$ cat src/rtl/core/seven_segment_scanner_with_debounce_defines.svh
`ifndef SEVEN_SEGMENT_SCANNER_WITH_DEBOUNCE_DEFINES_SVH
`define SEVEN_SEGMENT_SCANNER_WITH_DEBOUNCE_DEFINES_SVH

// Same-cycle implication, checked out of reset
`define SSS_ASSERT_NOW(label, ante, cons, msg) \
  label: assert property (@(posedge clk) disable iff (!rst_n) (ante) |-> (cons)) \
    else $error(msg);

// Next-cycle implication, checked out of reset
`define SSS_ASSERT_NEXT(label, ante, cons, msg) \
  label: assert property (@(posedge clk) disable iff (!rst_n) (ante) |=> (cons)) \
    else $error(msg);

`endif

$ cat src/rtl/core/sss_pkg.sv
`timescale 1ns / 1ps

package sss_pkg;

  localparam logic [2:0] ACT_SHOW_NUMBER = 3'd0;
  localparam logic [2:0] ACT_SET_LEDS    = 3'd1;
  localparam logic [2:0] ACT_SET_STATUS  = 3'd2;
  localparam logic [2:0] ACT_PHASE_ON    = 3'd3;
  localparam logic [2:0] ACT_PHASE_OFF   = 3'd4;
  localparam logic [2:0] ACT_PERIOD_END  = 3'd5;

  localparam logic [1:0] BASE_DEC = 2'd0;
  localparam logic [1:0] BASE_OCT = 2'd1;
  localparam logic [1:0] BASE_HEX = 2'd2;

  localparam logic [2:0] PH_LEDS   = 3'd4;
  localparam logic [2:0] PH_STATUS = 3'd5;
  localparam logic [2:0] PH_SWITCH = 3'd6;

  localparam logic       CFG_MODE_RELOAD = 1'b0;
  localparam logic       CFG_GO_RELOAD   = 1'b1;
  localparam logic [3:0] RELOAD_RESET    = 4'd10;

  localparam logic [7:0] X_PATTERN = 8'h97;

  function automatic logic [7:0] seg_lookup(input logic [3:0] digit);
    logic [7:0] pat;
    unique case (digit)
      4'h0: pat = 8'hF5;
      4'h1: pat = 8'h05;
      4'h2: pat = 8'hE3;
      4'h3: pat = 8'h67;
      4'h4: pat = 8'h17;
      4'h5: pat = 8'h76;
      4'h6: pat = 8'hF6;
      4'h7: pat = 8'h45;
      4'h8: pat = 8'hF7;
      4'h9: pat = 8'h77;
      4'hA: pat = 8'hD7;
      4'hB: pat = 8'hB6;
      4'hC: pat = 8'hF0;
      4'hD: pat = 8'hA7;
      4'hE: pat = 8'hF2;
      default: pat = 8'hD2;
    endcase
    return pat;
  endfunction

endpackage

$ cat src/rtl/core/seven_segment_scanner_with_debounce.sv
`timescale 1ns / 1ps
// A word accepted at one clock edge has its result word valid after that edge.
// Throughput: one word per cycle unless out_ready stalls; one pass through the state registers.
// The result register holds the panel state and frees whenever its word is taken.
// Reset (synchronous, rst_n low): scan at first digit, patterns, LEDs, counters and flags zero,
// bus driven, both debounce reloads 10, no result word pending.
`include "seven_segment_scanner_with_debounce_defines.svh"

module seven_segment_scanner_with_debounce (
  input  logic       clk,
  input  logic       rst_n,
  input  logic       cfg_we,
  input  logic       cfg_index,
  input  logic [3:0] cfg_wdata,
  input  logic       in_valid,
  output logic       in_ready,
  input  logic [2:0] in_action,
  input  logic [7:0] in_number_value,
  input  logic [1:0] in_number_base,
  input  logic [7:0] in_prefix_pattern,
  input  logic [7:0] in_led_value,
  input  logic [1:0] in_status_index,
  input  logic       in_status_on,
  input  logic [7:0] in_switch_pins,
  input  logic       in_mode_pin,
  input  logic       in_go_pin,
  output logic       out_valid,
  input  logic       out_ready,
  output logic [7:0] out_segment_bus,
  output logic       out_bus_drive,
  output logic [5:0] out_select_onehot,
  output logic [7:0] out_switches_seen,
  output logic       out_mode_pressed,
  output logic       out_go_pressed,
  output logic [2:0] out_scan_step
);

  logic [3:0] mode_reload_r, go_reload_r;
  logic       out_valid_r;
  logic [2:0] phase_r, phase_nxt;
  logic [7:0] digit_r [4];
  logic [7:0] digit_nxt [4];
  logic [7:0] led_r, led_nxt;
  logic [3:0] status_r, status_nxt;
  logic [7:0] switch_r, switch_nxt;
  logic [3:0] mode_cnt_r, mode_cnt_nxt, go_cnt_r, go_cnt_nxt;
  logic       mode_flag_r, mode_flag_nxt, go_flag_r, go_flag_nxt;
  logic [7:0] seg_r, seg_nxt;
  logic       drive_r, drive_nxt;
  logic [5:0] sel_r, sel_nxt;
  logic       accept;

  // decimal split
  logic [1:0]  hundreds;
  logic [6:0]  rem100;
  logic [14:0] tens_prod;
  logic [3:0]  tens, ones;
  logic [7:0]  tens_x10;

  assign in_ready = !out_valid_r || out_ready;
  assign accept   = in_valid && in_ready;

  always_comb begin
    priority if (in_number_value >= 8'd200) begin
      hundreds = 2'd2;
      rem100   = 7'(in_number_value - 8'd200);
    end else if (in_number_value >= 8'd100) begin
      hundreds = 2'd1;
      rem100   = 7'(in_number_value - 8'd100);
    end else begin
      hundreds = 2'd0;
      rem100   = in_number_value[6:0];
    end
    tens_prod = 15'(rem100) * 15'd205;
    tens      = tens_prod[14:11];
    tens_x10  = {1'b0, tens, 3'b000} + {3'b000, tens, 1'b0};
    ones      = 4'(8'(rem100) - tens_x10);
  end

  always_comb begin
    phase_nxt     = phase_r;
    digit_nxt     = digit_r;
    led_nxt       = led_r;
    status_nxt    = status_r;
    switch_nxt    = switch_r;
    mode_cnt_nxt  = mode_cnt_r;
    go_cnt_nxt    = go_cnt_r;
    mode_flag_nxt = mode_flag_r;
    go_flag_nxt   = go_flag_r;
    seg_nxt       = seg_r;
    drive_nxt     = drive_r;
    sel_nxt       = sel_r;
    unique case (in_action)
      sss_pkg::ACT_SHOW_NUMBER: begin
        unique case (in_number_base)
          sss_pkg::BASE_DEC: begin
            digit_nxt[0] = in_prefix_pattern;
            digit_nxt[3] = sss_pkg::seg_lookup(ones);
            digit_nxt[2] = (in_number_value >= 8'd10) ? sss_pkg::seg_lookup(tens) : 8'h00;
            digit_nxt[1] = (hundreds != 2'd0) ? sss_pkg::seg_lookup({2'b00, hundreds}) : 8'h00;
          end
          sss_pkg::BASE_OCT: begin
            digit_nxt[0] = sss_pkg::seg_lookup(4'h0);
            digit_nxt[1] = sss_pkg::seg_lookup({2'b00, in_number_value[7:6]});
            digit_nxt[2] = sss_pkg::seg_lookup({1'b0, in_number_value[5:3]});
            digit_nxt[3] = sss_pkg::seg_lookup({1'b0, in_number_value[2:0]});
          end
          sss_pkg::BASE_HEX: begin
            digit_nxt[0] = sss_pkg::seg_lookup(4'h0);
            digit_nxt[1] = sss_pkg::X_PATTERN;
            digit_nxt[2] = sss_pkg::seg_lookup(in_number_value[7:4]);
            digit_nxt[3] = sss_pkg::seg_lookup(in_number_value[3:0]);
          end
          default: ;
        endcase
      end
      sss_pkg::ACT_SET_LEDS: led_nxt = in_led_value;
      sss_pkg::ACT_SET_STATUS: status_nxt[in_status_index] = in_status_on;
      sss_pkg::ACT_PHASE_ON: begin
        if (phase_r < sss_pkg::PH_LEDS) begin
          seg_nxt = digit_r[phase_r[1:0]];
          sel_nxt = sel_r | (6'd1 << phase_r[1:0]);
        end else if (phase_r == sss_pkg::PH_LEDS) begin
          seg_nxt = led_r;
          sel_nxt = sel_r | 6'h10;
        end else if (phase_r == sss_pkg::PH_STATUS) begin
          seg_nxt = {status_r, 4'h0};
          sel_nxt = sel_r | 6'h20;
        end else if (phase_r == sss_pkg::PH_SWITCH) begin
          drive_nxt = 1'b0;
          seg_nxt   = 8'hFF;
        end
      end
      sss_pkg::ACT_PHASE_OFF: begin
        if (phase_r <= sss_pkg::PH_STATUS) begin
          seg_nxt = 8'h00;
          sel_nxt = 6'h00;
        end else if (phase_r == sss_pkg::PH_SWITCH) begin
          switch_nxt = ~in_switch_pins;
        end
      end
      sss_pkg::ACT_PERIOD_END: begin
        if (phase_r < sss_pkg::PH_SWITCH) begin
          phase_nxt = phase_r + 3'd1;
        end else begin
          seg_nxt   = 8'h00;
          drive_nxt = 1'b1;
          phase_nxt = 3'd0;
        end
        if (mode_cnt_r != 4'd0) begin
          mode_cnt_nxt = mode_cnt_r - 4'd1;
        end else if (!in_mode_pin != mode_flag_r) begin
          mode_flag_nxt = !in_mode_pin;
          mode_cnt_nxt  = mode_reload_r;
        end
        if (go_cnt_r != 4'd0) begin
          go_cnt_nxt = go_cnt_r - 4'd1;
        end else if (!in_go_pin != go_flag_r) begin
          go_flag_nxt = !in_go_pin;
          go_cnt_nxt  = go_reload_r;
        end
      end
      default: ;
    endcase
  end

  always_ff @(posedge clk) begin
    if (!rst_n) begin
      mode_reload_r <= sss_pkg::RELOAD_RESET;
      go_reload_r   <= sss_pkg::RELOAD_RESET;
    end else if (cfg_we) begin
      if (cfg_index == sss_pkg::CFG_MODE_RELOAD) begin
        mode_reload_r <= cfg_wdata;
      end else begin
        go_reload_r <= cfg_wdata;
      end
    end
  end

  always_ff @(posedge clk) begin
    if (!rst_n) begin
      out_valid_r <= 1'b0;
      phase_r     <= 3'd0;
      digit_r     <= '{default: 8'h00};
      led_r       <= 8'h00;
      status_r    <= 4'h0;
      switch_r    <= 8'h00;
      mode_cnt_r  <= 4'd0;
      go_cnt_r    <= 4'd0;
      mode_flag_r <= 1'b0;
      go_flag_r   <= 1'b0;
      seg_r       <= 8'h00;
      drive_r     <= 1'b1;
      sel_r       <= 6'h00;
    end else begin
      if (accept) begin
        out_valid_r <= 1'b1;
        phase_r     <= phase_nxt;
        digit_r     <= digit_nxt;
        led_r       <= led_nxt;
        status_r    <= status_nxt;
        switch_r    <= switch_nxt;
        mode_cnt_r  <= mode_cnt_nxt;
        go_cnt_r    <= go_cnt_nxt;
        mode_flag_r <= mode_flag_nxt;
        go_flag_r   <= go_flag_nxt;
        seg_r       <= seg_nxt;
        drive_r     <= drive_nxt;
        sel_r       <= sel_nxt;
      end else if (out_ready) begin
        out_valid_r <= 1'b0;
      end
    end
  end

  assign out_valid         = out_valid_r;
  assign out_segment_bus   = seg_r;
  assign out_bus_drive     = drive_r;
  assign out_select_onehot = sel_r;
  assign out_switches_seen = switch_r;
  assign out_mode_pressed  = mode_flag_r;
  assign out_go_pressed    = go_flag_r;
  assign out_scan_step     = phase_r;

  `SSS_ASSERT_NOW(a_undriven_only_in_switch_phase, !drive_r, (phase_r == sss_pkg::PH_SWITCH) && (seg_r == 8'hFF), "bus released outside switch phase")
  `SSS_ASSERT_NEXT(a_wrap_restores_bus, accept && (in_action == sss_pkg::ACT_PERIOD_END) && (phase_r == sss_pkg::PH_SWITCH), (phase_r == 3'd0) && drive_r && (seg_r == 8'h00), "scan wrap did not restore bus")
  `SSS_ASSERT_NOW(a_no_accept_while_blocked, out_valid_r && !out_ready, !accept, "word accepted while result pending")

endmodule

$ cat config.mk
export PLATFORM = sky130hd
export DESIGN_NAME = seven_segment_scanner_with_debounce
export DESIGN_NICKNAME = d
export VERILOG_FILES = /design/src/rtl/core/sss_pkg.sv /design/src/rtl/core/seven_segment_scanner_with_debounce.sv
export VERILOG_INCLUDE_DIRS = /design/src /design/src/rtl/core
export SDC_FILE = /design/constraint.sdc
export NUM_CORES = 1
export LEC_CHECK = 0
export BUFFER_PORTS_ARGS = -buffer_cell sky130_fd_sc_hd__buf_2
export CAP_MARGIN = 20
export CELL_PAD_IN_SITES_DETAIL_PLACEMENT = 1
export CELL_PAD_IN_SITES_GLOBAL_PLACEMENT = 1
export CORE_ASPECT_RATIO = 0.6
export CORE_MARGIN = 2
export CORE_UTILIZATION = 45
export CTS_CLUSTER_SIZE = 16
export DETAILED_ROUTE_END_ITERATION = 10
export PLACE_DENSITY_LB_ADDON = 0.1
export SETUP_SLACK_MARGIN = 0.2
export SYNTH_ARGS = -nofsm -noshare
export SYNTH_HDL_FRONTEND = slang
export SYNTH_SLANG_ARGS = --single-unit
$ cat constraint.sdc
create_clock -name clk -period 17.75 [get_ports clk]
set_input_delay 1.775 -clock clk [delete_from_list [all_inputs] [get_ports clk]]
set_output_delay 1.775 -clock clk [all_outputs]
set_load 0.01 [all_outputs]
==> flow_summary.toml <==
[outcome]
status = "complete, no violations"

[synth]
avgSynthCellArea_um2 = 7.92
syn_nets = 962
synth_area_mm2 = 0.00654
synth_edf_count = 0
syn_inst = 826
seq_area_frac_synth = 0.260
yosysWarnings = 0
synth_seq_cells = 85
ys_async_sr_fraction = 0
postSynth.topFlopCell = "dfxtp_1"
synth.distinct_cells = 74

[power_and_ir_drop]
power_uw = 913
p_leak_uw = 0.00322
power.density_mw_per_mm2 = 125
intPower_uw = 493
clkPwrFrac = 0.195
power_frac_seq = 0.216
power_frac_comb = 0.589
max-vdd-ir-drop_mv = 0.0782
p_sw_frac = 0.460
p_sw_uw = 420

[worst_setup_path]
path_buf_inv = 4
required_ns = 17.97
worst-path-max-fanout = 16
crit_path_start_kind = "input port"
crit_path_end_kind = "flip-flop"
startpoint = "in_number_value[4]"
reg2reg_slack_ns = 14.71
crit_arrival_ns = 9.07
cp_top_family = "adder cells"
worst_path_max_delay_cell = "xnor2_2"
cpPeakStageDelay_ns = 0.58
r2r_cells = 8
r2r_start = "out_scan_step[1]"
cp_common_cell = "ha_1"
worstReg2RegEnd = "out_segment_bus[5]"
crit_type = "input port to flip-flop"

[die]
dieArea_mm2 = 0.0155
initial_core_util = 0.456
core_mm2 = 0.0143
rows = 34
die_w_um = 160
die_h_um = 97.4
ios = 82

[placement]
place_inst = 1058
place_ws_ns = 8.63
portBuffers = 81
dp_hpwl_mm = 15.8
finalWeightedCongestion = 0.889

[final_layout]
regArea_mm2 = 0.00170
final_nets = 1007
final_cell_mix = "nor2_1, dfxtp_1, a21oi_1, buf_2, ha_1"
multiInputGateArea_mm2 = 0.00446
insertedDiodeCount = 0
fillers = 1797
drive_gt1_frac = 0.144
flow.area_growth_from_synthesis_pct = 11.6
mostFrequentLayoutCell = "nor2_1"
final_cells = 1074

[cts]
holdBufCountCts = 0
clockRootBuffer = "clkbuf_16"
cts_tree = "done"
clk_path_buf_depth = 2
cts.clk_slew.worst_paths_ns = 0.06
cts_resized = 0
cts_sinks = 85
htreeDepth = 3
worstSkewPairLatency_ns = 0.34
cts_setup_buffers = 0
cts_made_buffers = 9

[sta]
finalWorstSetupSlack_ns = 8.90
setup_viol = 0
drv_slew = 0
slew_headroom = 0.385
skew_ns = 0.0114
fin_tns_setup_ns = 0
holdWs_ns = 0.458
fmax_mhz = 113
rsz0062_at_grt = "no"
hold_viol_final = 0
fin_crit_ns = 8.85
worstMarginPinSlew_ns = 0.920
fin_crit_sh = 0.498

[global_routing]
first_global_vias = 6421
grt_max_degree = 40
antenna_found_initial = 0
grt_usage = 0.270
grt_first_pass_wirelength_mm = 33.8
gr-total-overflow = 0

[hold_path]
min_path_cells = 2
hold_path.class = "flip-flop to flip-flop"
min_to = "digit_r[27]"
worstHoldStart = "digit_r[27]"

[routing]
wire_per_inst_um = 19.3
ant_nets = 0
firstDrtPassIters = 4
dr_total_vias = 6296
vias_per_cell = 5.86
drtIter0Drc = 351
drt-total-wl_mm = 20.7
drc = 0

[job]
drv_cap = 0
==> stage by stage <==
stage | utilization | instance area (µm²)
2_1_floorplan | - | 6540
3_3_place_gp | 0.490 | 7020
3_5_place_dp | 0.490 | 7020
4_1_cts | 0.509 | 7300
5_1_grt | 0.509 | 7300
6_report | 0.509 | 7300
==> worst max path at each step <==
stage / to / slack (ns) / depth (start not counted)
after detailed placement: digit_r[0] / 8.63 / 28
final: digit_r[0] / 8.90 / 28
after global routing: digit_r[0] / 8.34 / 26
after global placement: digit_r[0] / 8.97 / 28
after floorplan: digit_r[0] / 9.54 / 27
after CTS: digit_r[0] / 8.96 / 28
==> cell usage after synthesis (4+ instances only) <==
cell / number / area, µm²
a31oi_1: 23 / 144
mux2i_1: 22 / 220
nand3_1: 20 / 100
nand2_1: 73 / 274
or2_2: 4 / 25.0
clkbuf_1: 42 / 158
nor2_1: 87 / 327
o21ai_0: 58 / 290
a21oi_1: 83 / 415
nor2b_1: 15 / 93.8
xor2_1: 4 / 35.0
o21a_1: 4 / 30.0
buf_1: 4 / 15.0
or3_1: 5 / 31.3
nor3_1: 24 / 120
a211oi_1: 14 / 105
a22oi_1: 4 / 30.0
inv_1: 46 / 173
o211ai_1: 5 / 37.5
fa_1: 8 / 160
and2_1: 6 / 37.5
nand2b_1: 11 / 68.8
nand4_1: 5 / 31.3
ha_1: 76 / 951
o41ai_1: 4 / 35.0
dfxtp_1: 85 / 1700
mux4_2: 8 / 180
xnor2_1: 7 / 61.3
and3_1: 5 / 31.3
o31ai_1: 5 / 37.5
==> tightest hold or removal path, delay by kind of cell (launching register included) <==
kind / cells / cell delay, ns
simple gates: 1 / 0.05
compound gates: 1 / 0.05
flops: 1 / 0.31
==> kinds of logic after synthesis <==
logic type / Yosys count / synth area share
xor gates and xnor gates: 13 / 0.0207
adders and majority gates: 84 / 0.170
and+or+nand+nor: 271 / 0.194
buffers and inverters: 99 / 0.0593
muxes: 33 / 0.0664
AOI/OAI and AO/OA: 241 / 0.230
DFF: 85 / 0.260
==> power groups by stage <==
stage	Clock, µW	Combinational (µW)	Sequential [µW]
after global placement	0	487	202
after CTS	179	526	198
final	178	538	198
after floorplan	0	394	201
after detailed placement	0	516	202
after global routing	189	590	198
==> flip-flops by register name (all words and copies together) (netlist names) <==
signal and count:
go_cnt_r 4, out_switches_seen 8, led_r 8, digit_r 28
mode_reload_r 4, mode_cnt_r 4, out_mode_pressed 1, out_segment_bus 8
go_reload_r 4, out_go_pressed 1, out_bus_drive 1, out_scan_step 3
out_select_onehot 6, out_valid 1, status_r 4
==> routing by layer <==
metal / vias to the layer above / GRT usage / part of all wire
met2: 145 / 0.412 / 0.43
met1: 3081 / 0.389 / 0.50
li1: 3046 / - / -
met4: 0 / 0.0497 / 0.011
met5: - / 0 / 0
met3: 24 / 0.0653 / 0.060
==> area by class of cell <==
cell class,count,area share
flip-flops and latches,85,0.233
repair buffers,84,0.0586
inverters,49,0.0259
clock inverters,5,0.00463
multi-input cells,642,0.611
well taps,198,0.0339
clock buffers,11,0.0332
(Power assumes the default switching activity.)
